**config.mk**
```make
export PLATFORM = sky130hd
export DESIGN_NAME = bptb_mul
export DESIGN_NICKNAME = d
export VERILOG_FILES = /design/src/rtl/bptb_pkg.sv /design/src/rtl/bptb_mul.sv
export SDC_FILE = /design/constraint.sdc
export NUM_CORES = 2
export LEC_CHECK = 0
export BUFFER_PORTS_ARGS = -buffer_cell sky130_fd_sc_hd__buf_2
export CAP_MARGIN = 20
export CORE_ASPECT_RATIO = 1.4
export CORE_MARGIN = 2
export CORE_UTILIZATION = 50
export DETAILED_ROUTE_END_ITERATION = 7
export PLACE_DENSITY_LB_ADDON = 0.3
export SKIP_LAST_GASP = 1
export SYNTH_ARGS = -nofsm -noshare
export SYNTH_HDL_FRONTEND = slang
export SYNTH_SLANG_ARGS = --single-unit
export TNS_END_PERCENT = 50
```
**constraint.sdc**
```tcl
create_clock -name clk -period 11.55 [get_ports clk]
set_clock_uncertainty 0.1 [all_clocks]
set_input_delay 2.31 -clock clk [delete_from_list [all_inputs] [get_ports clk]]
set_output_delay 2.31 -clock clk [all_outputs]
set_load 0.02 [all_outputs]
```
**src/rtl/bptb_pkg.sv**
```systemverilog
// shared constants, types and state codes for the bezier bounding box unit
package bptb_pkg;

  localparam int CB     = 32;   // coordinate width
  localparam int TBITS  = 30;   // curve parameter fraction bits
  localparam int EPS_W  = 16;   // epsilon register width
  localparam int OP_W   = 2;
  localparam int CF_W   = 36;   // raw coefficient width
  localparam int SC_W   = 31;   // scaled coefficient width
  localparam int RN_W   = 34;   // root numerator / denominator width
  localparam int DW     = 31;   // divider operand and quotient width
  localparam int MA_W   = 34;   // multiplier operand a
  localparam int MB_W   = 30;   // multiplier operand b
  localparam int SQ_W   = 64;   // square root radicand width
  localparam int ST_W   = 15;

  typedef logic signed [CB-1:0]   coord_t;
  typedef logic signed [CF_W-1:0] coef_t;
  typedef logic signed [SC_W-1:0] scoef_t;
  typedef logic signed [RN_W-1:0] rnum_t;
  typedef logic [TBITS-1:0]       tpar_t;

  localparam coord_t CMAX = {1'b0, {(CB-1){1'b1}}};
  localparam coord_t CMIN = {1'b1, {(CB-1){1'b0}}};
  localparam tpar_t  TMAX = {TBITS{1'b1}};

  typedef enum logic [OP_W-1:0] {
    OP_MOVE  = 2'd0,
    OP_LINE  = 2'd1,
    OP_QUAD  = 2'd2,
    OP_CUBIC = 2'd3
  } op_t;

  // de casteljau scripts over a 4-entry shift line, bit k: 1 lerp, 0 drop
  localparam logic [8:0] SCR_CUBIC = 9'b100110111;
  localparam logic [8:0] SCR_QUAD  = 9'b000010011;
  localparam logic [3:0] LEN_CUBIC = 4'd9;
  localparam logic [3:0] LEN_QUAD  = 4'd5;

  typedef enum logic [ST_W-1:0] {
    ST_IDLE = 15'b000000000000001,
    ST_ENDS = 15'b000000000000010,
    ST_COEF = 15'b000000000000100,
    ST_CHK  = 15'b000000000001000,
    ST_SQ1  = 15'b000000000010000,
    ST_SQ2  = 15'b000000000100000,
    ST_DISC = 15'b000000001000000,
    ST_SQRT = 15'b000000010000000,
    ST_RSET = 15'b000000100000000,
    ST_ROOT = 15'b000001000000000,
    ST_DIV  = 15'b000010000000000,
    ST_EVM  = 15'b000100000000000,
    ST_EVA  = 15'b001000000000000,
    ST_GROW = 15'b010000000000000,
    ST_DONE = 15'b100000000000000
  } state_t;

endpackage

```
**src/rtl/bptb_mul.sv**
```systemverilog
// shared unsigned multiplier with registered product
module bptb_mul #(
  parameter int AW = bptb_pkg::MA_W,
  parameter int BW = bptb_pkg::MB_W
) (
  input  logic             clk,
  input  logic [AW-1:0]    a,
  input  logic [BW-1:0]    b,
  output logic [AW+BW-1:0] p
);
  logic [AW+BW-1:0] p_r;

  always_ff @(posedge clk) begin
    p_r <= (AW+BW)'(a) * (AW+BW)'(b);
  end

  assign p = p_r;
endmodule

```
=== Yosys cells after proc, flatten, opt, wreduce, memory -nomap -nowiden ===
Index checks and enable logic that the tools add are counted.

* Logic and storage cells: 2
* Output and inout port bits: 64
* Flip-flop bits (word level): 64
* Input bits: 65

* $mul: 1

{| class="wikitable"
|+ Operator list
! cell !! count
|-
| $mul 34x30->64 || 1
|}

=== Depth between registers and ports, before layout ===
* Depth in word-level cells: 1
* Gate-level depth with buffers: 29
* Gate-level depth less buffers: 27

=== Worst setup path after synthesis ===
Ideal clock, no wire load.

* Path type: in2reg
* Start point: input port b[21]
* End point: register p_r[52], in the netlist p[52]
* Stages: 24
* Required time: 11.328 ns
* Path buffers: 2
* Setup slack: 2.352 ns
* Data arrival time: 8.976 ns
* Library setup time: 0.122 ns
* Cells stage by stage: clkbuf_1 > clkbuf_1 > nand2_1 > fa_1 > inv_1 > fa_1 > fa_1 > fa_1 > fa_1 > fa_1 > fa_1 > inv_1 > fa_1 > inv_1 > ha_1 > a21o_1 > a21o_1 > a221o_2 > a2111oi_4 > nor2_1 > a21o_1 > a31oi_4 > o21ai_2 > xor2_1

* Word-level cells in the longest chain between the ends: 1

{| class="wikitable"
|+ RTL lines
! item !! RTL line !! source
|-
| from (decl) || bptb_mul.sv:8 || <nowiki>input logic [BW-1:0] b,</nowiki>
|-
| $mul 34x30->64 || bptb_mul.sv:14 || <nowiki>p_r <= (AW+BW)'(a) * (AW+BW)'(b);</nowiki>
|-
| to (signal assigned) || bptb_mul.sv:14 ||
|-
| to (decl) || bptb_mul.sv:11 || <nowiki>logic [AW+BW-1:0] p_r;</nowiki>
|}

No other way between the ends.

=== Final worst setup path ===
* Start point: input port b[6]
* End point: register p_r[61], in the netlist p[61]

The elaborated chain is that of the path after synthesis.

==> flow_metrics.py <==
metrics = {
    "setup_path": {
        "setup.worst_path.start_class": "input port",
        "cp.required_ps": 11730,
        "cp.arrival_ps": 10280,
        "worstPathCellList": "buf_2 > buf_4 > nand2_1 > fa_1 > fa_1 > fa_1 > fa_1 > fa_1 > inv_1 > fa_1 > fa_1 > inv_1 > fa_1 > inv_1 > ha_1 > nand2_1 > nor3_1 > inv_1 > a211oi_1 > a211oi_2 > a31oi_1 > nand3_1 > o21ai_1 > xor2_1",
        "crit_type": "in -> reg",
        "critPathCaptureType": "flip-flop",
        "crit_family": "adder cells",
        "critPathBufInv": 6,
        "critical_path.max_stage_delay_ps": 590,
        "crit_slowest_cell": "fa_1",
        "worst-path-max-fanout": 29,
        "cpMostUsedCell": "fa_1",
    },
    "synthesis": {
        "ys_ff_latch": 64,
        "yosysTopAreaCell": "fa_1",
        "ys_types": 66,
        "yosysWarningCount": 0,
        "syn-num-nets": 4996,
        "synth_area_sq_um": 34400,
        "ys.flop_type": "dfxtp_1",
        "synth_area_leaders": "fa_1 (52%), inv_1 (10%), ha_1 (9.2%)",
        "synth_edf_count": 0,
        "yosysSeqAreaShare_pct": 3.72,
        "synthCells": 3787,
        "synth_top_area_share_pct": 51.9,
        "async_flop_share_pct": 0,
        "avgSynthCellArea_sq_um": 9.09,
    },
    "routing": {
        "wl_per_cell_microns": 21.5,
        "antenna_left": 0,
        "routed_wl_microns": 100000,
        "drtIter0Drc": 1388,
        "drt_pass1_iterations": 5,
        "vias": 25600,
        "drc": 0,
        "vias_per_cell": 5.48,
    },
    "layout": {
        "fillerInstances": 6382,
        "drive_above_1_share_pct": 5.44,
        "nNetsFinal": 4952,
        "layout_commonest_cell": "inv_1",
        "final_core_util_pct": 52.8,
        "largest_register_ffs": 64,
        "final_cell_count_no_fill": 4669,
        "mostFrequentLayoutCells": "inv_1 (915), fa_1 (892), nand2_1 (589)",
        "fin_area_sq_um": 35900,
        "area_growth_pct": 4.28,
    },
    "sta": {
        "hold_violations": 0,
        "clock.fmax_mhz": 99.0,
        "final_max_slew_viol_count": 0,
        "slew_headroom_pct": 43.1,
        "tns_ps": 0,
        "setup_viol": 0,
        "fin_crit_sh_pct": 87.5,
        "period_needed_ps": 10110,
        "grt_setup_unrepaired": "no",
        "tightest_slew_ps": 853,
    },
    "placement": {
        "hpwl_microns": 81400,
        "placed_cell_area_sq_um": 35600,
        "place_congestion": 0.931,
        "portBuffers": 128,
        "dpl.cell_count": 4652,
    },
    "run": {
        "cap_violations": 0,
    },
    "clock_tree": {
        "path_clk_slew_ps": 70,
        "root_buffer": "clkbuf_16",
        "hold_buffers": 0,
        "post_cts_buffers": 0,
        "cts_tree": "built",
        "ctsResizeCount": 0,
        "cts.sinks": 64,
        "cts_buffer_depth": 2,
        "numCtsBuffers": 9,
        "h-tree-depth": 3,
    },
    "global_routing": {
        "grt_overflow_total": 0,
        "antenna_found_initial": 2,
        "grt_max_degree": 35,
        "grt_pass1_vias": 28600,
        "grt_pass1_wl_microns": 157000,
        "grtUsageTotal_pct": 29.8,
    },
    "die": {
        "die_w_microns": 226,
        "die_h_microns": 314,
        "pin_count": 129,
        "coreArea_sq_um": 68000,
        "row_count": 113,
        "dieArea_sq_um": 71000,
        "initial_core_util_pct": 50.6,
    },
    "run_status": {
        "status": "completed",
    },
    "min_path": {
        "holdCritPathClass": "in -> reg",
    },
}
[path summary, 6_finish.rpt]
check / end / startpoint / cells after the start
max: p[61] / b[6] / 24
min: p[0] / b[0] / 2
[through the flow]
stage               setup slack, ps  hold WS [ps]
floorplan                      2350          2340
global placement               1260          2630
detailed placement             1250          2630
CTS                            1580          2480
global route                   1140          2540
finish                         1440          2500
[final cells by class]
type,count,area [sq um],share of cell area (%)
Multi-Input combinational cell,2595,28900,80.4
Clock buffer,9,225,0.628
Tap cell,920,1150,3.21
Antenna cell,1,2.50,0.00697
Timing Repair Buffer,158,878,2.45
Sequential cell,64,1280,3.57
Clock inverter,7,53.8,0.150
Inverter,915,3430,9.57
[cells in the mapped netlist, types with 3 or more instances]
cell type,number
a2111oi_4,3
a211o_1,3
a211oi_1,5
a21boi_0,3
a21o_1,25
a21oi_1,67
a21oi_2,5
a31oi_1,6
a41oi_1,4
and2_1,484
and3_1,8
buf_4,3
buf_6,3
clkbuf_1,203
dfxtp_1,64
fa_1,892
ha_1,252
inv_1,915
nand2_1,589
nand2_2,3
nand3_1,11
nand4_1,19
nor2_1,32
nor2b_1,5
nor3_1,9
o211ai_1,4
o21a_1,10
o21ai_0,33
o21ai_1,9
o21ai_2,3
o21bai_1,7
o31ai_1,4
xnor2_1,38
xor2_1,25
[per-layer routing]
metal	GRT usage (%)	up-vias	part of all wire (%)
li1	-	10800	-
met1	30.9	13400	32
met2	54.4	956	54
met3	3.14	431	4.3
met4	23.3	0	9.6
met5	0	-	0
[kinds of logic after synthesis]
family	after synthesis	synth area share [%]
AND/OR/NAND/NOR	1169	16.7
buffers and inverters	1128	12.4
XOR/XNOR	63	1.60
flip-flops	64	3.72
adder cells (fa/ha/maj)	1144	61.1
AO/OA/AOI/OAI	219	4.46
Power is not shown: default switching activity piles up to over one toggle a cycle in this logic, so the estimate is an artifact.
