===== src/rtl/bptb_pkg.sv =====
// shared constants, types and state codes for the bezier bounding box unit
package bptb_pkg;

  localparam int CB     = 32;   // coordinate width
  localparam int TBITS  = 30;   // curve parameter fraction bits
  localparam int EPS_W  = 16;   // epsilon register width
  localparam int OP_W   = 2;
  localparam int CF_W   = 36;   // raw coefficient width
  localparam int SC_W   = 31;   // scaled coefficient width
  localparam int RN_W   = 34;   // root numerator / denominator width
  localparam int DW     = 31;   // divider operand and quotient width
  localparam int MA_W   = 34;   // multiplier operand a
  localparam int MB_W   = 30;   // multiplier operand b
  localparam int SQ_W   = 64;   // square root radicand width
  localparam int ST_W   = 15;

  typedef logic signed [CB-1:0]   coord_t;
  typedef logic signed [CF_W-1:0] coef_t;
  typedef logic signed [SC_W-1:0] scoef_t;
  typedef logic signed [RN_W-1:0] rnum_t;
  typedef logic [TBITS-1:0]       tpar_t;

  localparam coord_t CMAX = {1'b0, {(CB-1){1'b1}}};
  localparam coord_t CMIN = {1'b1, {(CB-1){1'b0}}};
  localparam tpar_t  TMAX = {TBITS{1'b1}};

  typedef enum logic [OP_W-1:0] {
    OP_MOVE  = 2'd0,
    OP_LINE  = 2'd1,
    OP_QUAD  = 2'd2,
    OP_CUBIC = 2'd3
  } op_t;

  // de casteljau scripts over a 4-entry shift line, bit k: 1 lerp, 0 drop
  localparam logic [8:0] SCR_CUBIC = 9'b100110111;
  localparam logic [8:0] SCR_QUAD  = 9'b000010011;
  localparam logic [3:0] LEN_CUBIC = 4'd9;
  localparam logic [3:0] LEN_QUAD  = 4'd5;

  typedef enum logic [ST_W-1:0] {
    ST_IDLE = 15'b000000000000001,
    ST_ENDS = 15'b000000000000010,
    ST_COEF = 15'b000000000000100,
    ST_CHK  = 15'b000000000001000,
    ST_SQ1  = 15'b000000000010000,
    ST_SQ2  = 15'b000000000100000,
    ST_DISC = 15'b000000001000000,
    ST_SQRT = 15'b000000010000000,
    ST_RSET = 15'b000000100000000,
    ST_ROOT = 15'b000001000000000,
    ST_DIV  = 15'b000010000000000,
    ST_EVM  = 15'b000100000000000,
    ST_EVA  = 15'b001000000000000,
    ST_GROW = 15'b010000000000000,
    ST_DONE = 15'b100000000000000
  } state_t;

endpackage


===== src/rtl/bptb_sqrt.sv =====
// digit-by-digit integer square root, two radicand bits a cycle
module bptb_sqrt #(
  parameter int W = bptb_pkg::SQ_W
) (
  input  logic           clk,
  input  logic           rst_n,
  input  logic           start,
  input  logic [W-1:0]   din,
  output logic           busy,
  output logic           done,
  output logic [W/2-1:0] root
);
  logic [W-1:0] v_r;
  logic [W-1:0] res_r;
  logic [W-1:0] bit_r;
  logic         busy_r;
  logic         done_r;
  logic [W-1:0] sum;
  logic         ge;

  assign sum = res_r + bit_r;
  assign ge  = v_r >= sum;

  always_ff @(posedge clk) begin
    if (!rst_n) begin
      busy_r <= 1'b0;
      done_r <= 1'b0;
    end else begin
      done_r <= 1'b0;
      if (start) begin
        busy_r <= 1'b1;
      end else if (busy_r && bit_r[0]) begin
        busy_r <= 1'b0;
        done_r <= 1'b1;
      end
    end
  end

  always_ff @(posedge clk) begin
    if (start) begin
      v_r   <= din;
      res_r <= '0;
      bit_r <= {2'b01, {(W-2){1'b0}}};
    end else if (busy_r) begin
      if (ge) begin
        v_r   <= v_r - sum;
        res_r <= (res_r >> 1) + bit_r;
      end else begin
        res_r <= res_r >> 1;
      end
      bit_r <= bit_r >> 2;
    end
  end

  assign busy = busy_r;
  assign done = done_r;
  assign root = res_r[W/2-1:0];
endmodule


===== config.mk =====
export PLATFORM = sky130hd
export DESIGN_NAME = bptb_sqrt
export DESIGN_NICKNAME = d
export VERILOG_FILES = /design/src/rtl/bptb_pkg.sv /design/src/rtl/bptb_sqrt.sv
export SDC_FILE = /design/constraint.sdc
export NUM_CORES = 1
export LEC_CHECK = 0
export BUFFER_PORTS_ARGS = -buffer_cell sky130_fd_sc_hd__buf_2
export CAP_MARGIN = 10
export CORE_ASPECT_RATIO = 1.75
export CORE_UTILIZATION = 45
export CTS_CLUSTER_SIZE = 8
export DETAILED_ROUTE_END_ITERATION = 12
export PLACE_DENSITY = 0.64
export SLEW_MARGIN = 10
export SYNTH_ARGS = -nofsm -noshare
export SYNTH_HDL_FRONTEND = slang
export SYNTH_SLANG_ARGS = --single-unit

===== constraint.sdc =====
create_clock -name clk -period 5.65 [get_ports clk]
set_input_delay 1.13 -clock clk [delete_from_list [all_inputs] [get_ports clk]]
set_output_delay 1.13 -clock clk [all_outputs]
set_load 0.05 [all_outputs]

# Word-level counts from Yosys, hierarchy flattened
# Cells that the tools add are included.
dict set report word_totals {
  elab_cells 23
  output_inout_bits 34
  in_bits 67
  regBits 162
}
dict set report op_classes {
  n_lt_le_gt_ge 1
  reduce_logical 6
  n_addsub 3
  bitwise_logic 1
  muxes 7
}
# cell count
set op_table {}
lappend op_table {{64-bit two-way mux} 4}
lappend op_table {{63-bit by 63-bit adder with 64-bit output} 1}
lappend op_table {{64-bit by 63-bit adder with 64-bit output} 1}
lappend op_table {{64-bit >= comparator} 1}
lappend op_table {{64-bit subtractor} 1}
lappend op_table {{2-bit nonzero test} 3}
lappend op_table {{1-bit two-way mux} 3}
lappend op_table {{2-bit AND reduction} 1}
lappend op_table {{2-bit OR reduction} 1}
lappend op_table {{1-bit logical AND} 1}
lappend op_table {{1-bit inverter} 1}

# Longest topological paths before layout
dict set report depth {
  word_depth 5
  mapped_depth 27
  ltp_nobuf 25
}

# Worst setup path before layout
# No wires, ideal clock.
dict set report synth_timing {
  path_type {register -> register}
  startpoint {register bit_r[0]}
  endpoint {register v_r[0], enable pin}
  path_slack_ps -43
  t_arrival_ps 5299
  stages_incl_launch_ff 26
  synth_period_minus_slack_ps 5693
  path_buffers 3
  cell_sequence {dfxtp_1 -> ha_1 -> ha_1 -> a21o_1 -> a31o_2 -> a211o_1 -> a211o_1 -> a21o_1 -> a31oi_1 -> o31a_1 -> o21ai_1 -> a21oi_1 -> nor2b_1 -> xnor2_1 -> ha_1 -> clkbuf_1 -> nand2_1 -> nor3_1 -> nand4_1 -> o21bai_1 -> a21oi_1 -> o31a_1 -> buf_2 -> buf_2 -> nor2_1 -> or2_2}
}
dict set report synth_via {
  elab_chain_cells 4
}
# item line_no
set synth_lines {}
lappend synth_lines {{start, declared} bptb_sqrt.sv:15} ;# logic [W-1:0] bit_r;
lappend synth_lines {{start signal, assigned} bptb_sqrt.sv:43} ;# bit_r <= {2'b01, {(W-2){1'b0}}};
lappend synth_lines {{start signal, assigned} bptb_sqrt.sv:51} ;# bit_r <= bit_r >> 2;
lappend synth_lines {{64-bit by 63-bit adder with 64-bit output} bptb_sqrt.sv:21} ;# assign sum = res_r + bit_r;
lappend synth_lines {{64-bit >= comparator} bptb_sqrt.sv:22} ;# assign ge = v_r >= sum;
lappend synth_lines {{2-bit nonzero test (no line)} n/a}
lappend synth_lines {{2-bit AND reduction (no line)} n/a}
lappend synth_lines {{end signal, assigned} bptb_sqrt.sv:41} ;# v_r <= din;
lappend synth_lines {{end signal, assigned} bptb_sqrt.sv:46} ;# v_r <= v_r - sum;
lappend synth_lines {{end, declared} bptb_sqrt.sv:13} ;# logic [W-1:0] v_r;
# Every way passes these cells.
# A chain may end at the register's enable or synchronous reset.

# Final worst setup path
dict set report layout_timing {
  startpoint {register res_r[0]}
  endpoint {register v_r[31], enable pin}
}
dict set report layout_via {
  elab_chain_cells 4
}
# item line_no
set layout_lines {}
lappend layout_lines {{start, declared} bptb_sqrt.sv:14} ;# logic [W-1:0] res_r;
lappend layout_lines {{start signal, assigned} bptb_sqrt.sv:47} ;# res_r <= (res_r >> 1) + bit_r;
lappend layout_lines {{start signal, assigned} bptb_sqrt.sv:49} ;# res_r <= res_r >> 1;
lappend layout_lines {{64-bit by 63-bit adder with 64-bit output} bptb_sqrt.sv:21}
lappend layout_lines {{64-bit >= comparator} bptb_sqrt.sv:22}
lappend layout_lines {{2-bit nonzero test (no line)} n/a}
lappend layout_lines {{2-bit AND reduction (no line)} n/a}
# Every way passes these cells.

==> results by group <==
Status
  – Status: finished clean

Die
  – Die Ht: 243 um
  – I/O pins: 101
  – Initial core utilization: 0.456
  – Die W: 140 um
  – Core area: 32800 sq um
  – Die footprint: 34000 sq um
  – Row cnt: 88

Critical path
  – R2R depth: 24
  – Critical path arrival: 5.62 ns
  – Reg-to-Reg Start: res_r[0]
  – CP Cell Sequence: ha_1 > ha_1 > a21o_1 > a31o_2 > a211o_4 > a211o_1 > a21o_1 > a31oi_4 > o31a_1 > o21ai_2 > a21oi_2 > nor2b_1 > xnor2_1 > ha_1 > a21o_1 > a21o_1 > a21oi_1 > o21ai_1 > o21bai_1 > a21oi_2 > o31a_4 > nor2_1 > or2_4 > buf_12
  – Critical path class: reg -> reg
  – Worst EP required: 5.84 ns
  – Slowest-stage cell, CP: a211o_4
  – R2R Setup Slk: 0.22 ns
  – Crit path top cell by count: a21o_1
  – Reg2reg end: v_r[31]
  – Crit path capture type: register
  – Startpoint types: register
  – CP max FO: 35
  – Crit path to: v_r[31]
  – Slowest stage delay, CP: 0.37 ns
  – CP startpoint: res_r[0]

Clock tree
  – Clock tree root driver cell: clkbuf_16
  – CTS clk-pin slew, worst paths: 0.07 ns
  – CTS Buf Count: 17
  – H-Tree Depth: 4
  – CTS tree: done
  – CTS max path bufs: 2
  – Clock sink total: 162
  – Cts hold-fix bufs: 0
  – Clock Latency Late Sink: 0.46 ns

Global routing
  – Gr usage total: 0.266
  – Initial antenna violation count: 0
  – Largest net degree at the start of global routing: 84
  – Grt total ovfl: 0
  – First-pass GRT wire length: 71200 um
  – Number of global-route vias before repair: 14216

Final layout
  – Layout fillers: 3203
  – Antenna cells: 0
  – Share of layout cells above drive strength 1: 0.168
  – Net count reported at finish: 2179
  – Final cell utilization of the core: 0.518
  – Area grow syn2layout: 13.7%

Drt
  – DRT Pass-1 Iters: 5
  – ANT nets after route: 0
  – Vias per cell: 5.97
  – Final WL: 45100 um
  – Starting DRT DRC Count: 834
  – Routed vias: 14325
  – Wirelength per Cell: 18.8 um
  – # DRC: 0

Logic synthesis
  – Syn_nets: 2083
  – Post-synth EDFFs: 64
  – Seq cells post-synth: 162
  – Ys Warns: 0
  – Async S/R FF share, synth: 0
  – Mapped Area: 15000 sq um
  – Yosys top cell by area: dfxtp_1
  – Count leader, synth: nand2_1
  – Mean Syn Cell Area: 7.93 sq um
  – Top cells by count, synth: nand2_1 (197), nor2_1 (176), o21ai_0 (167)
  – Top cell type's share of synthesized area: 0.131
  – Mapped Cells: 1885
  – Most area-consuming cells after synthesis: dfxtp_1 (13%), edfxtp_1 (13%), ha_1 (11%)
  – Netlist cell types: 82
  – Main flop type after synthesis: dfxtp_1
  – Sequential area share after synthesis: 0.260

Power
  – Cell Pwr Density: 388 nW/um^2
  – Static leakage: 6.87 nW
  – Worst vdd ir: 0.000242 V

Timing
  – Max Clock Skew: 0.0120 ns
  – Tmin final: 5.43 ns
  – Fin crit share: 0.961
  – Final setup TNS: 0 ns
  – Max Freq: 0.184 GHz
  – Post-route setup slack: 0.221 ns
  – Setup violators final: 0
  – Relative slew slack: 0.380
  – Worst Tran Pin Value: 0.930 ns
  – Pins over their slew limit: 0
  – Final Hold Vio Count: 0

Placement
  – Place WS: -0.286 ns
  – I/O Buffers: 100
  – Hpwl dp: 35200 um
  – Gpl congestion: 0.930

Flow run
  – Max_cap viols: 0

Min path
  – Worst hold path class: reg -> reg
[through the flow]
step / cells / hold slack (ns) / cell area (sq um) / total power, mW
4_1_cts: 2398 / 0.516 / 16800 / 6.53
2_1_floorplan: 1885 / 0.454 / 15000 / 4.17
3_5_place_dp: 2365 / 0.504 / 16200 / 5.35
6_report: 2399 / 0.520 / 17000 / 6.60
5_1_grt: 2399 / 0.549 / 17000 / 7.04
3_3_place_gp: 2365 / 0.506 / 16200 / 5.31
[final cells by class]
class | count | area, sq um | area share
multi-input cells | 1533 | 10400 | 0.612
flip-flops and latches | 162 | 3890 | 0.229
repair buffers | 223 | 1480 | 0.0873
well taps | 405 | 507 | 0.0298
clock buffers | 25 | 498 | 0.0293
inverters | 44 | 165 | 0.00971
clock inverters | 7 | 47.5 | 0.00280
[cell usage in the layout, fill, tap and decap left out, types with 59 or more instances in the layout]
cell type,Yosys,layout
nand2_1,197,196
a21oi_1,130,121
nor2_1,176,175
edfxtp_1,64,64
dfxtp_1,98,97
ha_1,130,129
buf_2,14,99
a21o_1,59,59
buf_4,34,118
xnor2_1,72,72
xor2_1,76,76
o21ai_0,167,162
[flip-flops by register name, summed over array words and instances, names as in the netlist]
| name | count |
|---|---|
| res_r | 64 |
| v_r | 64 |
| bit_r | 32 |
| busy | 1 |
| done | 1 |
[worst min path at each step]
stage / to / from / slack [ns] / depth (start not counted)
floorplan: done / bit_r[0] / 0.45 / 2
global placement: res_r[0] / res_r[0] / 0.51 / 2
detailed placement: res_r[0] / res_r[0] / 0.50 / 2
CTS: res_r[0] / res_r[0] / 0.52 / 2
global route: res_r[0] / res_r[0] / 0.55 / 2
finish: res_r[0] / res_r[0] / 0.52 / 2
[kinds of logic (layout without fill, tap and decap cells)]
kind of cell	count (synthesis)	in the layout	share of synthesized area
buffers and inverters	190	299	0.0589
adders and majority gates	131	131	0.110
DFF	162	162	0.260
AOI/OAI and AO/OA	631	631	0.274
xor gates and xnor gates	148	148	0.0867
muxes	50	50	0.0339
and+or+nand+nor	573	573	0.177
[where the power goes]
group	switching, mW	leakage, nW	internal, mW
Sequential	0.178	1.45	1.52
Clock	0.524	0.266	0.615
Combinational	2.17	5.16	1.59
[timing repair]
action | in CTS | in global routing
gates resized for setup | 9 | 40
setup buffers | 1 | 1
pin swaps | 1 | 12
setup endpoints to repair | 128 | 138
[layer usage]
| layer | GRT usage | routed length (um) | up-vias |
|---|---|---|---|
| li1 | - | - | 7092 |
| met1 | 0.259 | 16500 | 6732 |
| met4 | 0.199 | 3080 | 0 |
| met2 | 0.504 | 24200 | 356 |
| met3 | 0.0320 | 1390 | 145 |
| met5 | 0 | 0 | - |
[critical path: cells and delay by family (launching register included)]
family,cells,cell delay [ns]
xor gates and xnor gates,1,0.13
buffers and inverters,1,0.18
AOI/OAI and AO/OA,16,3.39
and+or+nand+nor,3,0.40
DFF,1,0.33
adders and majority gates,3,0.66
(Power assumes the default switching activity.)
