File: src/rtl/bptb_pkg.sv
// shared constants, types and state codes for the bezier bounding box unit
package bptb_pkg;

  localparam int CB     = 32;   // coordinate width
  localparam int TBITS  = 30;   // curve parameter fraction bits
  localparam int EPS_W  = 16;   // epsilon register width
  localparam int OP_W   = 2;
  localparam int CF_W   = 36;   // raw coefficient width
  localparam int SC_W   = 31;   // scaled coefficient width
  localparam int RN_W   = 34;   // root numerator / denominator width
  localparam int DW     = 31;   // divider operand and quotient width
  localparam int MA_W   = 34;   // multiplier operand a
  localparam int MB_W   = 30;   // multiplier operand b
  localparam int SQ_W   = 64;   // square root radicand width
  localparam int ST_W   = 15;

  typedef logic signed [CB-1:0]   coord_t;
  typedef logic signed [CF_W-1:0] coef_t;
  typedef logic signed [SC_W-1:0] scoef_t;
  typedef logic signed [RN_W-1:0] rnum_t;
  typedef logic [TBITS-1:0]       tpar_t;

  localparam coord_t CMAX = {1'b0, {(CB-1){1'b1}}};
  localparam coord_t CMIN = {1'b1, {(CB-1){1'b0}}};
  localparam tpar_t  TMAX = {TBITS{1'b1}};

  typedef enum logic [OP_W-1:0] {
    OP_MOVE  = 2'd0,
    OP_LINE  = 2'd1,
    OP_QUAD  = 2'd2,
    OP_CUBIC = 2'd3
  } op_t;

  // de casteljau scripts over a 4-entry shift line, bit k: 1 lerp, 0 drop
  localparam logic [8:0] SCR_CUBIC = 9'b100110111;
  localparam logic [8:0] SCR_QUAD  = 9'b000010011;
  localparam logic [3:0] LEN_CUBIC = 4'd9;
  localparam logic [3:0] LEN_QUAD  = 4'd5;

  typedef enum logic [ST_W-1:0] {
    ST_IDLE = 15'b000000000000001,
    ST_ENDS = 15'b000000000000010,
    ST_COEF = 15'b000000000000100,
    ST_CHK  = 15'b000000000001000,
    ST_SQ1  = 15'b000000000010000,
    ST_SQ2  = 15'b000000000100000,
    ST_DISC = 15'b000000001000000,
    ST_SQRT = 15'b000000010000000,
    ST_RSET = 15'b000000100000000,
    ST_ROOT = 15'b000001000000000,
    ST_DIV  = 15'b000010000000000,
    ST_EVM  = 15'b000100000000000,
    ST_EVA  = 15'b001000000000000,
    ST_GROW = 15'b010000000000000,
    ST_DONE = 15'b100000000000000
  } state_t;

endpackage

File: src/rtl/bptb_div.sv
// restoring fraction divider, quotient = floor(num * 2^(W-1) / den), one bit a cycle
module bptb_div #(
  parameter int W = bptb_pkg::DW
) (
  input  logic         clk,
  input  logic         rst_n,
  input  logic         start,
  input  logic [W-1:0] num,
  input  logic [W-1:0] den,
  output logic         busy,
  output logic         done,
  output logic [W-1:0] quo
);
  localparam int CW = $clog2(W);

  logic [W+1:0]  rem_r;
  logic [W-1:0]  den_r;
  logic [W-1:0]  q_r;
  logic [CW-1:0] cnt_r;
  logic          busy_r;
  logic          done_r;
  logic          ge;
  logic [W+1:0]  rem_sub;

  // num <= den on entry so the remainder stays below twice den
  assign ge      = rem_r >= {2'b00, den_r};
  assign rem_sub = ge ? (rem_r - {2'b00, den_r}) : rem_r;

  always_ff @(posedge clk) begin
    if (!rst_n) begin
      busy_r <= 1'b0;
      done_r <= 1'b0;
    end else begin
      done_r <= 1'b0;
      if (start) begin
        busy_r <= 1'b1;
      end else if (busy_r && cnt_r == CW'(W-1)) begin
        busy_r <= 1'b0;
        done_r <= 1'b1;
      end
    end
  end

  always_ff @(posedge clk) begin
    if (start) begin
      rem_r <= {2'b00, num};
      den_r <= den;
      q_r   <= '0;
      cnt_r <= '0;
    end else if (busy_r) begin
      rem_r <= {rem_sub[W:0], 1'b0};
      q_r   <= {q_r[W-2:0], ge};
      cnt_r <= cnt_r + 1'b1;
    end
  end

  assign busy = busy_r;
  assign done = done_r;
  assign quo  = q_r;
endmodule

File: config.mk
export PLATFORM = sky130hd
export DESIGN_NAME = bptb_div
export DESIGN_NICKNAME = d
export VERILOG_FILES = /design/src/rtl/bptb_pkg.sv /design/src/rtl/bptb_div.sv
export SDC_FILE = /design/constraint.sdc
export NUM_CORES = 1
export LEC_CHECK = 0
export ABC_AREA = 1
export ABC_CLOCK_PERIOD_IN_PS = 6200
export BUFFER_PORTS_ARGS = -buffer_cell sky130_fd_sc_hd__buf_2
export CAP_MARGIN = 20
export CORE_ASPECT_RATIO = 1.25
export CORE_UTILIZATION = 63
export CTS_BUF_LIST = sky130_fd_sc_hd__clkbuf_16
export DETAILED_ROUTE_END_ITERATION = 12
export PLACE_DENSITY = 0.87
export RECOVER_POWER = 25
export SYNTH_ARGS = -nofsm -noshare
export SYNTH_HDL_FRONTEND = slang
export SYNTH_SLANG_ARGS = --single-unit
File: constraint.sdc
create_clock -name clk -period 6.2 [get_ports clk]
set_input_delay 0.31 -clock clk [delete_from_list [all_inputs] [get_ports clk]]
set_output_delay 0.31 -clock clk [all_outputs]
set_load 0.05 [all_outputs]
Yosys cells after proc, flatten, opt, wreduce, memory -nomap -nowiden
Cells that the tools add are included.

Bits in registers: 102. Bits of input ports: 65. Output and inout port bits: 33. Logic and storage cells: 22.

Add/sub/neg operators: 2. Order comparisons: 1. Equality and inequality tests: 1. Mux-type cells: 6. Bitwise gates (word level): 1. Reductions and logical operators: 4.

Operator list (count): $mux W31 (2); $ge A33 B31 Y1 (1); $mux W32 (1); $sub A32 B31 Y32 (1); $add A5 B1 Y5 const B (1); $eq A5 B5 Y1 const B (1); $reduce_bool A2 Y1 (2); $mux W1 (3); $reduce_or A2 Y1 (1); $logic_and A1 B1 Y1 (1); $not A1 Y1 (1).

Logic depth before layout (Yosys ltp)
Gate-level depths: netlist of the first run.

Depth in word-level cells: 4. Mapped depth: 16. Mapped depth without buffers: 16.

Worst setup path before layout of the first run
Ideal clock, no wire load.

Path kind: flip-flop to flip-flop. From: register busy_r, in the netlist busy. To: register rem_r[0], enable pin. Library setup time: 408 ps. Data arrival time: 2072 ps. Data required time: 5792 ps. Path slack: 3720 ps. Cell stages (with the launch flop): 4. Path buffers: 1. Period minus slack after synthesis: 2480 ps. Cells stage by stage: dfxtp_1 > nor2_1 > inv_1 > clkbuf_1.

Longest elaborated chain between the ends: 1.

RTL lines: from (decl) (line bptb_div.sv:20) `logic busy_r;`; from (signal assigned) (line bptb_div.sv:31) `busy_r <= 1'b0;`; from (signal assigned) (line bptb_div.sv:36) `busy_r <= 1'b1;`; from (signal assigned) (line bptb_div.sv:38) `busy_r <= 1'b0;`; $reduce_bool A2 Y1 (no source line); to (signal assigned) (line bptb_div.sv:46) `rem_r <= {2'b00, num};`; to (signal assigned) (line bptb_div.sv:51) `rem_r <= {rem_sub[W:0], 1'b0};`; to (decl) (line bptb_div.sv:16) `logic [W+1:0] rem_r;`.

No other way between the ends. A chain may end at the register's enable or synchronous reset.

Worst setup path after layout of the first run
From: input start. To: register rem_r[15] (data pin).

Longest elaborated chain between the ends: 1.

RTL lines: from (decl) (line bptb_div.sv:7) `input logic start,`; $mux W31 (line bptb_div.sv:45) `if (start) begin`.

No other way between the ends.

==> results of run 1 <==
final timing paths:
| path | end | cells after the start | slack (ns) | from |
|---|---|---|---|---|
| worst max-delay path | rem_r[15]$_DFFE_PP_ | 6 | 1.90 | start |
| worst min-delay path | den_r[1]$_DFFE_PP_ | 1 | 0.12 | den[1] |
| worst max register to register | rem_r[25]$_DFFE_PP_ | 12 | 3.12 | rem_r[29]$_DFFE_PP_ |
| worst min register to register | quo[16]$_SDFFE_PP0P_ | 2 | 0.49 | quo[15]$_SDFFE_PP0P_ |
power by group through the flow:
stage	sequential, uW	combinational (uW)	clock, uW
global route	861	1210	634
CTS	851	1060	612
detailed placement	865	1050	0
global placement	861	1030	0
floorplan	862	816	0
finish	854	1080	612
synthesized netlist by cell type, drive strengths merged:
cell type and count:
xor2 1, nor2 51, nand2 345, clkbuf 10, o21bai 1, nor3 3, nand3b 30, nand3 66
o22ai 29, dfxtp 40, a21oi 22, inv 198, nand4 5, and2 2, buf 12, xnor2 15
edfxtp 62, fa 1, ha 33, a31oi 1, o21ai 9
state kept, by name, summed over array words and instances, names as in the netlist:
register,flops
rem_r,33
quo,31
busy,1
den_r,31
done,1
cnt_r,5
logic make-up after synthesis:
family | after synthesis | synth area share
adder cells (fa/ha/maj) | 34 | 0.0657
XOR/XNOR | 16 | 0.0213
buffers and inverters | 220 | 0.130
flip-flops | 102 | 0.404
AND/OR/NAND/NOR | 502 | 0.326
AO/OA/AOI/OAI | 62 | 0.0531
worst reg2reg max path, stage by stage, from the launching register on:
cell	delay (ns)
edfxtp_1	0.43
ha_1	0.37
nand2_1	0.13
inv_1	0.10
nand4_1	0.14
nor2_1	0.05
nand2_1	0.08
nand3_2	0.09
nor2_4	0.75
nand2_4	0.43
nand2_1	0.17
nand3_1	0.12
nand2_1	0.10
metrics by stage:
step           power, uW  cell area (sq um)
3_3_place_gp        1890               7150
5_1_grt             2700               7490
2_1_floorplan       1680               6590
6_report            2540               7490
4_1_cts             2530               7460
3_5_place_dp        1910               7150
layout make-up:
class	count	area, sq um
Sequential cell	102	2660
Multi-Input combinational cell	614	3080
Tap cell	129	161
Clock buffer	9	225
Timing Repair Buffer	100	524
Clock inverter	7	92.6
Fill cell	837	2670
Inverter	198	743
per-layer routing:
layer,up-vias,GRT usage,routed length [um]
met5,-,0,0
met4,0,0.133,558
met3,38,0.0514,1090
met2,226,0.538,7880
met1,2786,0.395,6990
li1,3088,-,-
==> results.toml, run 1 <==
[cells_and_area]
syn2layout_area_growth_pct = 13.6
num-nets-final = 1124
final_common_cell = "nand2_1"
layout-drive-gt1-share = 0.124
post-route-util = 0.737
mostFrequentLayoutCells = "nand2_1 (341), inv_1 (197), buf_2 (97)"
fin_cells = 1159
num_antenna_cells = 0

[power_and_ir_drop]
p_leak_uw = 0.00400
switching_power_uw = 1030
power.density_nw_per_um2 = 340
ir_drop_mv = 0.210
p_clk_frac = 0.241
internal-power_uw = 1510
pwr-share-seq = 0.335
power_frac_comb = 0.424
switching_share = 0.405

[routing]
drc = 0
drt-initial-drc-count = 420
vias = 6138
viasPerCell = 5.30
first_pass_iters = 5
wire_per_inst_um = 14.3
wl_um = 16500
final_antenna_net_count = 0

[sta]
fin_hold_ws_ns = 0.124
relSlewSlack = -1.08
clock_skew_ns = 0.0136
period_share = 0.694
timing.fmax_mhz = 232
setup_ws_ns = 1.90
final-setup-viol-count = 0
finalHoldViolCount = 0
post-route-min-period_ns = 4.30
setup_tns_ns = 0
grt_setup_unrepaired = "false"
slew_viol_final = 68
worst_slew_pin_slew_ns = 3.12

[logic_synthesis]
ys_types = 29
synth.top_cell.area_share = 0.282
seq_area_frac_synth = 0.404
syn_area_sq_um = 6590
synthCells = 936
synthTopCellsByArea = "edfxtp_1 (28%), nand2_1 (19%), dfxtp_1 (12%)"
synth_nets = 1035
ys_seq_elements = 102
yosys_warnings = 0
synth_top_area_cell = "edfxtp_1"
synth.avg_cell_area_sq_um = 7.04

[placement]
hpwl_um = 11800
gp_congestion = 0.981
post-place-cells = 1142
io_buffers = 97
pre_cts_slack_ns = 3.21

[hold_path]
hold_path_class = "in2reg"

[floorplan]
core_area_sq_um = 10200
fp.dieW_um = 93.5
dieArea_sq_um = 10900
fp-row-count = 41
initial_core_util = 0.649
pin_count = 98
die_y_um = 116

[worst_setup_path]
arrival_ns = 4.40
crit_path_top_delay_cell = "clkbuf_1"
crit_buf_inv = 4
cp_top_family = "buffers and inverters"
cp.required_ns = 6.30
cp-start-kind = "input port"
endpoint_kind = "register"
cp_max_fo = 67
path_cells = "buf_2 > clkbuf_1 > inv_1 > buf_16 > nand3_1 > nand2_1"
max_stage_delay_ns = 2.19
path_class = "in2reg"

[clocking]
cts_repair_resize_count = 0
cts_root_buffer = "clkbuf_16"
hold_buffers = 0
cts_buffers = 9
clk_pin_slew_ns = 0.08
cts_sinks = 102
cts_tree = "yes"
clockBufferDepth = 2
cts.htree.levels = 3
clock_latency_ns = 0.35
postCtsSetupBuffers = 0

[flow_run]
drv_cap = 1

[global_routing]
antenna_found_initial = 0
grt_overflow = 0
grt_pass1_vias = 5677
track_usage = 0.315
grt_max_degree = 68
grt_pass1_wl_um = 26400

[status]
violations = "capacitance limit, slew limit"
status = "finished, violations left"
No activity file was read; power rests on OpenSTA's default activity.
==> inputs of run 2 (changes only) <==
--- a/config.mk
+++ b/config.mk
@@ -6,14 +6,14 @@
 export NUM_CORES = 1
 export LEC_CHECK = 0
 export ABC_AREA = 1
-export ABC_CLOCK_PERIOD_IN_PS = 6200
+export ABC_CLOCK_PERIOD_IN_PS = 3700
 export BUFFER_PORTS_ARGS = -buffer_cell sky130_fd_sc_hd__buf_2
 export CAP_MARGIN = 20
 export CORE_ASPECT_RATIO = 1.25
-export CORE_UTILIZATION = 63
+export CORE_UTILIZATION = 52
 export CTS_BUF_LIST = sky130_fd_sc_hd__clkbuf_16
 export DETAILED_ROUTE_END_ITERATION = 12
-export PLACE_DENSITY = 0.87
+export PLACE_DENSITY = 0.77
 export RECOVER_POWER = 25
 export SYNTH_ARGS = -nofsm -noshare
 export SYNTH_HDL_FRONTEND = slang
==> constraint.sdc (replaced) <==
create_clock -name clk -period 3.7 [get_ports clk]
set_input_delay 0.185 -clock clk [delete_from_list [all_inputs] [get_ports clk]]
set_output_delay 0.185 -clock clk [all_outputs]
set_load 0.05 [all_outputs]
==> run 2 against run 1 <==
Against the previous run: the flow now finishes without violations; setup slack lost 0.88 ns; sequential power grew 67%; clock power grew 63%; sequential share of layout area shrank 1.4 points; register-to-register slack lost 2.1 ns; global-route usage shrank 5.4 points; critical endpoint is now rem_r[26]$_DFFE_PP_; clock skew shrank 0.0061 ns; core utilization shrank 10 points; via count shrank 0.73%.
==> results.toml, run 2 (synthesis results as in run 1) <==
[floorplan]
fp-row-count = 45
fp.dieW_um = 103
dieArea_sq_um = 13100
die_y_um = 128
core_area_sq_um = 12300
pin_count = 98
initial_core_util = 0.537

[clocking]
cts_sinks = 102
cts.htree.levels = 3
cts_buffers = 9
cts_tree = "yes"
postCtsSetupBuffers = 0
cts_root_buffer = "clkbuf_16"
clk_pin_slew_ns = 0.07
clockBufferDepth = 2
clock_latency_ns = 0.36

[worst_setup_path]
r2r_cells = 13
path_class = "reg2reg"
cp.required_ns = 3.81
cp-start-kind = "register"
arrival_ns = 2.79
endpoint_kind = "register"
cp_max_fo = 33

[cells_and_area]
mostFrequentLayoutCells = "nand2_1 (341), inv_1 (197), buf_2 (89)"
num_antenna_cells = 0
regMostFlops = "rem_r"
fillers = 1193
layout-drive-gt1-share = 0.118
syn2layout_area_growth_pct = 18.3
num-nets-final = 1154
largest_reg_flops = 33
fin_cells = 1224
final_common_cell = "nand2_1"

[placement]
hpwl_um = 12100
io_buffers = 97
pre_cts_slack_ns = 1.06
post-place-cells = 1182
gp_congestion = 0.942

[power_and_ir_drop]
power.density_nw_per_um2 = 543
ir_drop_mv = 0.334
p_leak_uw = 0.00409

[status]
status = "complete, no violations"

[routing]
drt-initial-drc-count = 329
first_pass_iters = 5
vias = 6093
wire_per_inst_um = 13.3
viasPerCell = 4.98
final_antenna_net_count = 0
wl_um = 16300
drc = 0

[sta]
post-route-min-period_ns = 2.68
slew_viol_final = 0
fin_hold_ws_ns = 0.00736
timing.fmax_mhz = 373
grt_setup_unrepaired = "false"
period_share = 0.724
clock_skew_ns = 0.00751
finalHoldViolCount = 0
relSlewSlack = 0.162
setup_ws_ns = 1.02
setup_tns_ns = 0
worst_slew_pin_slew_ns = 1.26
final-setup-viol-count = 0

[global_routing]
grt_overflow = 0
grt_pass1_wl_um = 26500
grt_max_degree = 45
antenna_found_initial = 0
grt_pass1_vias = 5723
track_usage = 0.261

[hold_path]
hold_depth = 1
hold_path_class = "in2reg"

[flow_run]
drv_cap = 0
-- run 2: metrics by stage --
stage	instance area [sq um]	util	power, uW
final	7800	0.635	4230
after global placement	7220	0.588	3190
after detailed placement	7240	0.590	3210
after global routing	7800	0.635	4540
after CTS	7790	0.635	4230
after floorplan	6590	-	2810
-- run 2: final cells by class --
cell class,instances,area (sq um),share of cell area
clock buffer,9,225,0.0289
clock inverter,7,80.1,0.0103
inverter,198,743,0.0953
multi-input combinational,614,3070,0.394
sequential,102,2660,0.341
tap,164,205,0.0263
timing repair buffer,130,808,0.104
-- run 2: path summary, 6_finish.rpt --
path                          startpoint                     end  slack (ns)
hold / removal                   den[18]     den_r[18]$_DFFE_PP_       0.007
hold reg to reg   rem_r[32]$_SDFFE_PP0P_  rem_r[32]$_SDFFE_PP0P_        0.48
setup reg to reg     rem_r[23]$_DFFE_PP_     rem_r[26]$_DFFE_PP_        1.02
setup / recovery     rem_r[23]$_DFFE_PP_     rem_r[26]$_DFFE_PP_        1.02
-- run 2: repair_timing --
action                    CTS  global route
hold buffers               24             2
gates resized for setup     0             0
hold endpoints to repair   24             2
-- run 2: worst max-delay path, stage by stage, from the launching register on --
cell      delay [ns]
edfxtp_1        0.40
ha_1            0.39
nand2_1         0.11
nor2_1          0.22
nand2_1         0.12
nor2_2          0.16
nand2_1         0.08
nand3_2         0.06
nor2_2          0.04
buf_4           0.20
nand2_4         0.34
nand2_1         0.12
nand3_1         0.08
nand2_1         0.08
-- run 2: where the power goes --
part	total [uW]	leakage, uW	internal (uW)	switching, uW
Sequential	1430	0.000942	1360	65.2
Clock	1000	0.000150	535	468
Combinational	1800	0.00300	653	1150
Total	4230	0.00409	2550	1680
-- run 2: routing by layer --
metal	track usage	up-vias	wire (um)	part of all wire
met4	0.112	0	495	0.030
met5	0	-	0	0
met2	0.438	171	7650	0.47
met3	0.0382	30	856	0.053
met1	0.329	2745	7300	0.45
li1	-	3147	-	-
==> inputs of run 3 (changes only) <==
--- a/config.mk
+++ b/config.mk
@@ -6,14 +6,14 @@
 export NUM_CORES = 1
 export LEC_CHECK = 0
 export ABC_AREA = 1
-export ABC_CLOCK_PERIOD_IN_PS = 3700
+export ABC_CLOCK_PERIOD_IN_PS = 2810
 export BUFFER_PORTS_ARGS = -buffer_cell sky130_fd_sc_hd__buf_2
 export CAP_MARGIN = 20
 export CORE_ASPECT_RATIO = 1.25
-export CORE_UTILIZATION = 52
+export CORE_UTILIZATION = 58
 export CTS_BUF_LIST = sky130_fd_sc_hd__clkbuf_16
 export DETAILED_ROUTE_END_ITERATION = 12
-export PLACE_DENSITY = 0.77
+export PLACE_DENSITY = 0.81
 export RECOVER_POWER = 25
 export SYNTH_ARGS = -nofsm -noshare
 export SYNTH_HDL_FRONTEND = slang
==> constraint.sdc (replaced) <==
create_clock -name clk -period 2.81 [get_ports clk]
set_input_delay 0.1405 -clock clk [delete_from_list [all_inputs] [get_ports clk]]
set_output_delay 0.1405 -clock clk [all_outputs]
set_load 0.05 [all_outputs]
==> run 3 against run 2 <==
Against the previous run: the flow now finishes with violations (capacitance limit, slew limit); clock-buffer cell count grew 1; register-to-register slack worse by 0.77 ns; die area fell by 10%; cell area increased by 0.47%; global-route usage rose by 4.0 points; worst hold slack better by 0.0038 ns; sequential share of layout area down 0.16 points; total power rose by 32%; via count up 1.8%; setup slack got worse by 0.77 ns; first-iteration DRC count is 47% higher; critical path depth shrank 1; critical path type unchanged; largest power group unchanged; highest routed layer unchanged.
==> results.toml, run 3 (synthesis results as in run 1) <==
[status]
status = "finished, violations left"
violations = "capacitance limit, slew limit"

[sta]
post-route-min-period_ns = 2.56
period_share = 0.910
final-setup-viol-count = 0
slew_viol_final = 33
timing.fmax_mhz = 391
worst_slew_pin_slew_ns = 1.53
relSlewSlack = -0.0214
finalHoldViolCount = 0
setup_tns_ns = 0
clock_skew_ns = 0.00758
grt_setup_unrepaired = "false"

[hold_path]
hold_path_class = "in2reg"
holdCritStartpoint = "rst_n"
holdPathEnd = "busy$_SDFFE_PN0P_"
hold_depth = 3

[global_routing]
grt_pass1_vias = 6106
antenna_found_initial = 0
grt_max_degree = 34
grt_pass1_wl_um = 28100
track_usage = 0.301
grt_overflow = 0

[power_and_ir_drop]
p_leak_uw = 0.00415
power.density_nw_per_um2 = 714
ir_drop_mv = 0.443

[worst_setup_path]
cp-start-kind = "register"
path_class = "reg2reg"
endpoint_kind = "register"
rr_startpoint = "rem_r[23]$_DFFE_PP_"
r2r_cells = 12
r2r_slack_ns = 0.25
r2r_end = "rem_r[14]$_DFFE_PP_"
cp_max_fo = 21
path_cells = "ha_1 > nand2_1 > nor2_1 > nand2_1 > nor2_2 > nand2_1 > nand3_2 > nor2_2 > buf_4 > nand3b_1 > nand3_1 > nand2_1"
cp_common_cell = "nand2_1"
cp_top_family = "simple AND/OR/NAND/NOR gates"
cp.required_ns = 2.92
arrival_ns = 2.66
max_stage_delay_ns = 0.45
crit_path_top_delay_cell = "edfxtp_1"
crit_buf_inv = 1

[placement]
gp_congestion = 0.966
dpl-instance-area_sq_um = 7230
io_buffers = 97
hpwl_um = 12100

[clocking]
clock_latency_ns = 0.36
cts.htree.levels = 3
cts_tree = "yes"
cts_root_buffer = "clkbuf_16"
clk_pin_slew_ns = 0.07
cts_sinks = 102
clockBufferDepth = 2
cts_buffers = 9
postCtsSetupBuffers = 0

[floorplan]
pin_count = 98
fp.dieW_um = 97.4
fp-row-count = 43
initial_core_util = 0.595
dieArea_sq_um = 11800
die_y_um = 121
core_area_sq_um = 11100

[routing]
vias = 6200
final_antenna_net_count = 0
first_pass_iters = 6
wl_um = 17000
drc = 0
viasPerCell = 5.16
wire_per_inst_um = 14.1
drt-initial-drc-count = 484

[cells_and_area]
syn2layout_area_growth_pct = 18.8
final_common_cell = "nand2_1"
regMostFlops = "rem_r"
num-nets-final = 1161
largest_reg_flops = 33
layout-drive-gt1-share = 0.121
num_antenna_cells = 0
mostFrequentLayoutCells = "nand2_1 (341), inv_1 (198), buf_2 (95)"
fin_area_sq_um = 7840

[flow_run]
drv_cap = 1
[run 3: what timing repair did]
action	in CTS	in global routing
endpoints found under the hold margin	31	0
gates resized for setup	0	1
setup endpoints to repair	0	2
hold buffers	31	0
[run 3: layout make-up]
type	count	area, sq um
Clock inverter	6	41.3
Multi-Input combinational cell	614	3080
Sequential cell	102	2660
Clock buffer	10	250
Inverter	198	743
Fill cell	913	3250
Timing Repair Buffer	137	886
Tap cell	135	169
[run 3: worst reg2reg max path: cells and delay by family, from the launching register on]
family                   cells  cell delay (ns)
flip-flops                   1             0.45
buffers and inverters        1             0.35
AND/OR/NAND/NOR             10             1.12
adder cells (fa/ha/maj)      1             0.40
[run 3: power by group]
group	internal, uW	switching [uW]
clock	660	605
sequential	1800	87.9
combinational	878	1560
total	3340	2260
[run 3: metal layers]
layer,GRT usage,routed length [um],up-vias
met5,0,0,-
met4,0.167,689,0
met3,0.0501,1160,50
met2,0.508,7940,249
met1,0.366,7170,2732
li1,-,-,3169
[run 3: per-stage QoR]
stage	instances	worst slack (ns)	total power, uW	hold slack, ns	util
floorplan	936	0.330	3700	0.239	-
global placement	1154	0.279	4210	0.316	0.650
detailed placement	1155	0.265	4250	0.319	0.653
CTS	1202	0.234	5540	0.0111	0.707
global route	1202	0.0928	5990	0.0444	0.707
finish	1202	0.254	5590	0.0111	0.707
[run 3: how the worst max path moves through the flow]
stage                        start                endpoint  slack [ns]  cells past startpoint
6_report       rem_r[23]$_DFFE_PP_     rem_r[14]$_DFFE_PP_        0.25                     12
5_1_grt         rem_r[2]$_DFFE_PP_     rem_r[26]$_DFFE_PP_        0.09                     14
4_1_cts        rem_r[20]$_DFFE_PP_     rem_r[26]$_DFFE_PP_        0.23                     10
3_5_place_dp   rem_r[11]$_DFFE_PP_     rem_r[27]$_DFFE_PP_        0.26                     12
3_3_place_gp   rem_r[11]$_DFFE_PP_     rem_r[24]$_DFFE_PP_        0.28                     12
2_1_floorplan    busy$_SDFFE_PN0P_  rem_r[0]$_SDFFCE_PN0P_        0.33                      3
